$ cat src/rtl/thb_pkg.sv
// ----------------------------------------------------------------------------
// thb_pkg
// Shared widths, register indexes, reset values and constants of the NTC
// thermistor linearizer with EMA filter.
// ----------------------------------------------------------------------------
`default_nettype none

package thb_pkg;

    localparam int ADC_BITS_DEF = 12;

    localparam int CFG_ADDR_W = 3;
    localparam int CFG_DATA_W = 20;

    localparam int BETA_W  = 14;
    localparam int T0_W    = 16;
    localparam int RATIO_W = 20;
    localparam int ALPHA_W = 17;
    localparam int FAULT_W = 12;
    localparam int TEMP_W  = 17;

    localparam int OUT_W  = 40;
    localparam int USER_W = 1;

    localparam logic [CFG_ADDR_W-1:0] REG_BETA       = 3'd0;
    localparam logic [CFG_ADDR_W-1:0] REG_NOMINAL_T0 = 3'd1;
    localparam logic [CFG_ADDR_W-1:0] REG_RATIO      = 3'd2;
    localparam logic [CFG_ADDR_W-1:0] REG_ALPHA      = 3'd3;
    localparam logic [CFG_ADDR_W-1:0] REG_FAULT_LOW  = 3'd4;
    localparam logic [CFG_ADDR_W-1:0] REG_FAULT_HIGH = 3'd5;

    localparam logic [BETA_W-1:0]  BETA_RST       = 14'd3950;
    localparam logic [T0_W-1:0]    T0_RST         = 16'd29815;
    localparam logic [RATIO_W-1:0] RATIO_RST      = 20'd65536;
    localparam logic [ALPHA_W-1:0] ALPHA_RST      = 17'd6554;
    localparam logic [FAULT_W-1:0] FAULT_LOW_RST  = 12'd10;
    localparam logic [FAULT_W-1:0] FAULT_HIGH_RST = 12'd4080;

    localparam logic [ALPHA_W-1:0] ALPHA_ONE = 17'd65536;

    localparam logic signed [TEMP_W-1:0] TEMP_MIN = -17'sd27315;
    localparam logic signed [TEMP_W-1:0] TEMP_MAX = 17'sd60000;
    localparam int KELVIN_OFFSET = 27315;

    // ln(2) in Q32
    localparam logic [31:0] LN2_Q32 = 32'd2977044472;

    localparam int MANT_W = 31;
    localparam int FRAC_W = 16;
    localparam int QUOT_W = 18;

endpackage

`default_nettype wire

$ cat src/rtl/thb_log2.sv
// ----------------------------------------------------------------------------
// thb_log2
// Iterative log2 in Q16: one-bit-a-cycle normalization, then mantissa
// squarings, one fraction bit each.
// ----------------------------------------------------------------------------
`default_nettype none

module thb_log2 import thb_pkg::*; #(
    parameter int XW = 36,
    parameter int PW = 6,
    parameter int RW = 22
) (
    input  wire logic          aclk,
    input  wire logic          aresetn,
    input  wire logic          start,
    input  wire logic [XW-1:0] x,
    output logic               done,
    output logic [RW-1:0]      res
);

    localparam logic [1:0] L_IDLE = 2'd0;
    localparam logic [1:0] L_NORM = 2'd1;
    localparam logic [1:0] L_SQR  = 2'd2;

    logic [1:0]        st_reg;
    logic [XW-1:0]     x_reg;
    logic [PW-1:0]     p_reg;
    logic [MANT_W-1:0] m_reg;
    logic [3:0]        i_reg;
    logic [FRAC_W-1:0] frac_reg;
    logic              done_reg;

    logic [2*MANT_W-1:0] sq;
    logic [MANT_W:0]     m2;

    assign sq = {{MANT_W{1'b0}}, m_reg} * {{MANT_W{1'b0}}, m_reg};
    // The square of a Q30 mantissa, brought back to Q30.
    assign m2 = sq[2*MANT_W-1 -: MANT_W+1];

    always_ff @(posedge aclk) begin
        if (!aresetn) begin
            st_reg   <= L_IDLE;
            done_reg <= 1'b0;
        end else begin
            case (st_reg)
                L_IDLE: begin
                    done_reg <= start && (x == '0);
                    if (start) begin
                        x_reg    <= x;
                        frac_reg <= '0;
                        if (x == '0) begin
                            p_reg <= '0;
                        end else begin
                            p_reg  <= PW'(XW-1);
                            st_reg <= L_NORM;
                        end
                    end
                end
                L_NORM: begin
                    done_reg <= 1'b0;
                    if (x_reg[XW-1]) begin
                        m_reg  <= x_reg[XW-1 -: MANT_W];
                        i_reg  <= 4'd15;
                        st_reg <= L_SQR;
                    end else begin
                        x_reg <= {x_reg[XW-2:0], 1'b0};
                        p_reg <= p_reg - 1'b1;
                    end
                end
                L_SQR: begin
                    // The squared mantissa lies in [1, 4); a value of 2 or more
                    // yields a one in this fraction bit.
                    if (m2[MANT_W]) begin
                        m_reg           <= m2[MANT_W:1];
                        frac_reg[i_reg] <= 1'b1;
                    end else begin
                        m_reg <= m2[MANT_W-1:0];
                    end
                    done_reg <= (i_reg == 4'd0);
                    if (i_reg == 4'd0) begin
                        st_reg <= L_IDLE;
                    end else begin
                        i_reg <= i_reg - 1'b1;
                    end
                end
                default: begin
                    done_reg <= 1'b0;
                    st_reg   <= L_IDLE;
                end
            endcase
        end
    end

    assign done = done_reg;
    assign res  = RW'({p_reg, frac_reg});

endmodule

`default_nettype wire

$ cat config.mk
export PLATFORM = sky130hd
export DESIGN_NAME = thb_log2
export DESIGN_NICKNAME = d
export VERILOG_FILES = /design/src/rtl/thb_pkg.sv /design/src/rtl/thb_log2.sv
export SDC_FILE = /design/constraint.sdc
export NUM_CORES = 2
export LEC_CHECK = 0
export ABC_AREA = 1
export BUFFER_PORTS_ARGS = -buffer_cell sky130_fd_sc_hd__buf_2
export CAP_MARGIN = 10
export CORE_MARGIN = 2
export CORE_UTILIZATION = 43
export CTS_BUF_LIST = sky130_fd_sc_hd__clkbuf_8
export DETAILED_ROUTE_END_ITERATION = 10
export GPL_TIMING_DRIVEN = 1
export PLACE_DENSITY = 0.58
export SYNTH_ARGS = -nofsm -noshare
export SYNTH_HDL_FRONTEND = slang
export SYNTH_SLANG_ARGS = --single-unit
$ cat constraint.sdc
create_clock -name aclk -period 21.1 [get_ports aclk]
set_clock_uncertainty 0.1 [all_clocks]
set_input_delay 4.22 -clock aclk [delete_from_list [all_inputs] [get_ports aclk]]
set_output_delay 4.22 -clock aclk [all_outputs]
set_load 0.02 [all_outputs]
# Word-level counts from Yosys, hierarchy flattened
# Cells that the tools add are included.
dict set report word_totals {
  register_bits 96
  inputBits 39
  output_inout_bits 23
  word_cells 61
}
dict set report op_classes {
  addsub 2
  multipliers 1
  order_cmp 2
  eq_ne 9
  muxes 24
  bitwise_logic 1
  reduce_logical 14
}
# cell count
set op_table {}
lappend op_table {{$mux 36} 2}
lappend op_table {{$pmux 36 s2} 1}
lappend op_table {{$mul 31x31->62} 1}
lappend op_table {{$mux 31} 2}
lappend op_table {{$pmux 31 s2} 1}
lappend op_table {{$logic_not 36->1} 1}
lappend op_table {{$mux 16} 2}
lappend op_table {{$pmux 16 s2} 1}
lappend op_table {{$mux 6} 3}
lappend op_table {{$or 16x16->16} 1}
lappend op_table {{$reduce_and 4->1} 4}
lappend op_table {{$ne 2x2->1 const B} 7}
lappend op_table {{$pmux 6 s2} 1}
lappend op_table {{$mux 2} 4}
lappend op_table {{$mux 4} 2}
lappend op_table {{$pmux 4 s2} 1}
lappend op_table {{$pmux 2 s3} 1}
lappend op_table {{$reduce_and 3->1} 2}
lappend op_table {{$reduce_bool 2->1} 3}
lappend op_table {{$sub 6x1->6 const B} 1}
lappend op_table {{$lt 4x5->1 const B} 1}
lappend op_table {{$demux 1 s4} 1}
lappend op_table {{$ge 4x1->1 const B} 1}
lappend op_table {{$logic_not 4->1} 1}
lappend op_table {{7 further kinds} 8}

# Depth between registers and ports, before layout
dict set report depth {
  depth_word 7
  depth_mapped 36
  ltp_nobuf 33
}

# Worst setup path after synthesis
# Ideal clock, no wire load.
dict set report synth_timing {
  path_type {input port to flip-flop}
  from {input aresetn}
  to {register p_reg[0], enable pin}
  setup_time_ns 0.505
  arrival_ns 7.594
  required_ns 20.495
  slack_ns 12.902
  cell_stages 3
  n_path_buf 0
  cell_sequence {inv_1 nor3_1 a21boi_0}
}
dict set report synth_between {
  elab_chain_len 1
}
# item line_no
set synth_rtl {}
lappend synth_rtl {{from (decl)} thb_log2.sv:14} ;# input wire logic aresetn,
lappend synth_rtl {{$reduce_and 4->1 (no source line)} --}
lappend synth_rtl {{to (signal assigned)} thb_log2.sv:54} ;# p_reg <= PW'(XW-1);
lappend synth_rtl {{to (signal assigned)} thb_log2.sv:67} ;# p_reg <= p_reg - 1'b1;
lappend synth_rtl {{to (decl)} thb_log2.sv:27} ;# logic [PW-1:0] p_reg;
# No other way between the ends.
# A chain may end at the register's enable or synchronous reset.

# Final worst setup path
dict set report layout_timing {
  from {register m_reg[8]}
  to {register m_reg[30], data pin}
}
dict set report layout_between {
  elab_chain_len 3
}
# item line_no
set layout_rtl {}
lappend layout_rtl {{from (decl)} thb_log2.sv:28} ;# logic [MANT_W-1:0] m_reg;
lappend layout_rtl {{from (signal assigned)} thb_log2.sv:62} ;# m_reg <= x_reg[XW-1 -: MANT_W];
lappend layout_rtl {{from (signal assigned)} thb_log2.sv:74} ;# m_reg <= m2[MANT_W:1];
lappend layout_rtl {{from (signal assigned)} thb_log2.sv:77} ;# m_reg <= m2[MANT_W-1:0];
lappend layout_rtl {{$mul 31x31->62} thb_log2.sv:36} ;# assign sq = {{MANT_W{1'b0}}, m_reg} * {{MANT_W{1'b0}}, m_reg};
lappend layout_rtl {{$mux 31} thb_log2.sv:73} ;# if (m2[MANT_W]) begin
lappend layout_rtl {{$pmux 31 s2} thb_log2.sv:45} ;# case (st_reg)
# No other way between the ends.

==> impl_metrics.xml <==
<?xml version="1.0" encoding="UTF-8"?>
<metrics>
  <group name="floorplanning">
    <metric name="row_count" unit="">102</metric>
    <metric name="start_util" unit="">0.4341</metric>
    <metric name="dieHeight" unit="um">283.7</metric>
    <metric name="floorplan.die_area" unit="um^2">80460</metric>
    <metric name="core_area" unit="um^2">77470</metric>
    <metric name="die_width" unit="um">283.7</metric>
    <metric name="pin_count" unit="">62</metric>
  </group>
  <group name="job">
    <metric name="max-cap-violations" unit="">0</metric>
  </group>
  <group name="sta">
    <metric name="finalWorstPathRequiredPeriod" unit="ns">8.622</metric>
    <metric name="maxSlewHeadroom" unit="">0.3680</metric>
    <metric name="maximum_frequency_from_static_timing_analysis" unit="MHz">116.0</metric>
    <metric name="setup_tns" unit="ns">0</metric>
    <metric name="finalSetupViolations" unit="">0</metric>
    <metric name="maxSlewViolCount" unit="">0</metric>
    <metric name="final_min_period_over_clock_period" unit="">0.4086</metric>
    <metric name="timing_hold_violations_final" unit="">0</metric>
    <metric name="grt_setup_unrepaired" unit="">false</metric>
    <metric name="transition_time_at_the_pin_with_the_least_slew_margin" unit="ns">0.9480</metric>
  </group>
  <group name="finish">
    <metric name="nets" unit="">5239</metric>
    <metric name="final_layout_size_suffix_gt1_frac" unit="">0.03443</metric>
    <metric name="number_of_flip_flops_under_the_largest_register_name" unit="">36</metric>
    <metric name="finalInstanceArea" unit="um^2">35250</metric>
    <metric name="layout-area-overhead-vs-synth" unit="%">4.829</metric>
    <metric name="n_antenna_cell" unit="">0</metric>
  </group>
  <group name="setup_path">
    <metric name="timing.critical_path.arrival" unit="ns">8.60</metric>
    <metric name="cp_top_family" unit="">adder cells</metric>
    <metric name="crit_path_frequent_cell" unit="">fa_1</metric>
    <metric name="crit_path_max_incr_delay" unit="ns">0.97</metric>
    <metric name="crit_required" unit="ns">21.08</metric>
    <metric name="timing.critical_path.to_type" unit="">register</metric>
    <metric name="cp_slowest_cell" unit="">edfxtp_1</metric>
    <metric name="critical_path.startpoint_type" unit="">register</metric>
    <metric name="worstSetupStartpoint" unit="">m_reg[8]$_DFFE_PP_</metric>
    <metric name="critical_path.n_buffers_inverters" unit="">6</metric>
    <metric name="reg2reg_from" unit="">m_reg[8]$_DFFE_PP_</metric>
    <metric name="critical_path_peak_fanout" unit="">32</metric>
    <metric name="crit_type" unit="">reg2reg</metric>
  </group>
  <group name="synthesis">
    <metric name="synth_top_cell_area_share" unit="">0.4447</metric>
    <metric name="ys.warnings.count" unit="">0</metric>
    <metric name="predominant_post_synthesis_flop_cell" unit="">edfxtp_1</metric>
    <metric name="synth_nets" unit="">5251</metric>
    <metric name="syn-instance-count" unit="">4189</metric>
    <metric name="yosysUniqueCellTypes" unit="">40</metric>
    <metric name="synthTopCellsByArea" unit="">fa_1 (44%), inv_1 (15%), nand2_1 (12%), ha_1 (10%), edfxtp_1 (8.3%)</metric>
    <metric name="async_flop_share" unit="">0</metric>
    <metric name="synth-seq-cells" unit="">96</metric>
    <metric name="average_cell_area_after_synthesis" unit="um^2">8.028</metric>
    <metric name="synth.yosys.seq_area_share" unit="">0.08483</metric>
    <metric name="synth_most_common_cell" unit="">inv_1</metric>
    <metric name="yosys.area.top_type" unit="">fa_1</metric>
    <metric name="syn_area" unit="um^2">33630</metric>
    <metric name="post_synth_most_frequent_cells" unit="">inv_1 (1,374), nand2_1 (1,096), fa_1 (747)</metric>
    <metric name="synth_enable_flop_cells" unit="">93</metric>
  </group>
  <group name="clock_tree">
    <metric name="cts_max_path_buffers" unit="">2</metric>
    <metric name="ctsHtreeMaxLevel" unit="">3</metric>
    <metric name="worstSkewPairLatency" unit="ns">0.36</metric>
    <metric name="tritoncts" unit="">yes</metric>
    <metric name="cts_buffers" unit="">9</metric>
    <metric name="root_buffer_selected_by_cts" unit="">clkbuf_8</metric>
    <metric name="postCtsSetupBuffers" unit="">0</metric>
    <metric name="cts_hold_repair.buffers" unit="">0</metric>
    <metric name="clkSlewWorstSetupHoldPaths" unit="ns">0.10</metric>
    <metric name="clk_sinks" unit="">96</metric>
    <metric name="cts_resized" unit="">0</metric>
  </group>
  <group name="placed_design">
    <metric name="dpl_cell_area" unit="um^2">35060</metric>
    <metric name="hpwl" unit="um">70080</metric>
    <metric name="globalplace.congestion" unit="">0.9607</metric>
    <metric name="place.port_buffers" unit="">61</metric>
  </group>
  <group name="drt">
    <metric name="final_antenna_net_count" unit="">0</metric>
    <metric name="remaining_drc_errors" unit="">0</metric>
    <metric name="routed_via_density" unit="">4.719</metric>
    <metric name="route.final.wire_length" unit="um">86560</metric>
    <metric name="dr_total_vias" unit="">24640</metric>
    <metric name="firstDrtPassIters" unit="">6</metric>
    <metric name="post_drt_wl_per_cell" unit="um">16.58</metric>
    <metric name="dr.first_iter.drc_count" unit="">1440</metric>
  </group>
  <group name="hold_path">
    <metric name="worstHoldStart" unit="">x_reg[4]$_DFFE_PP_</metric>
    <metric name="worst_hold_path_type" unit="">reg2reg</metric>
  </group>
  <group name="global_routing">
    <metric name="grt_max_degree" unit="">47</metric>
    <metric name="grtUsageTotal" unit="">0.2254</metric>
    <metric name="grt_pass1_wl" unit="um">142500</metric>
    <metric name="via_count_of_the_first_global_routing_pass" unit="">26440</metric>
    <metric name="grt_antenna_before_repair" unit="">1</metric>
    <metric name="overflow" unit="">0</metric>
  </group>
  <group name="outcome">
    <metric name="outcome" unit="">finished, final reports clean</metric>
  </group>
</metrics>
[final cells by class]
class	count	area [um^2]
repair buffers	96	568.0
fillers	7851	42210
clock buffers	9	123.9
inverters	1377	5169
well taps	1040	1301
clock inverters	7	72.57
multi-input cells	2597	25170
flip-flops and latches	96	2853
[worst paths after layout]
path | end | slack, ns | depth (start not counted)
max reg2reg | m_reg[30]$_SDFFCE_PP1P_ | 12.48 | 28
min | x_reg[5]$_DFFE_PP_ | 0.41 | 2
max | m_reg[30]$_SDFFCE_PP1P_ | 12.48 | 28
min reg2reg | x_reg[5]$_DFFE_PP_ | 0.41 | 2
[cell usage in the layout, fill, tap and decap left out, drive strengths merged, types with 12 or more instances in the layout]
cell | netlist | final
nand3 | 122 | 122
nand4 | 18 | 18
xnor2 | 16 | 16
nor3 | 15 | 15
o21ai | 17 | 17
a22o | 22 | 22
a21oi | 70 | 70
nand2 | 1109 | 1109
nor2 | 119 | 119
fa | 747 | 747
xor2 | 17 | 17
inv | 1377 | 1379
ha | 276 | 276
edfxtp | 93 | 93
nor4 | 12 | 12
buf | 16 | 96
[per-layer routing]
| layer | track usage | share of wire | vias up |
|---|---|---|---|
| met3 | 0.01849 | 0.046 | 89 |
| met5 | 0 | 0 | - |
| li1 | - | - | 11840 |
| met2 | 0.3880 | 0.49 | 511 |
| met4 | 0.04127 | 0.020 | 0 |
| met1 | 0.3142 | 0.45 | 12200 |
[cell families after synthesis]
family / synth area share
AND/OR/NAND/NOR: 0.1679
XOR/XNOR: 0.008594
adder cells (fa/ha/maj): 0.5474
AO/OA/AOI/OAI: 0.02366
buffers and inverters: 0.1676
flip-flops: 0.08483
[worst register-to-register path, delay by kind of cell (launching register included)]
family,cells,cell delay (ns)
buffers and inverters,6,0.70
AND/OR/NAND/NOR,11,1.78
AO/OA/AOI/OAI,2,0.37
flip-flops,1,0.97
adder cells (fa/ha/maj),9,4.42
[metrics by stage]
stage / cells / hold WS (ns) / utilization / setup slack (ns)
2_1_floorplan: 4189 / 0.3874 / - / 12.90
3_3_place_gp: 5206 / 0.3935 / 0.4525 / 12.51
3_5_place_dp: 5206 / 0.3966 / 0.4525 / 12.49
4_1_cts: 5222 / 0.4158 / 0.4551 / 12.47
5_1_grt: 5222 / 0.4170 / 0.4551 / 12.04
6_report: 5222 / 0.4141 / 0.4551 / 12.48
Power is not shown: default switching activity piles up to over one toggle a cycle in this logic, so the estimate is an artifact.
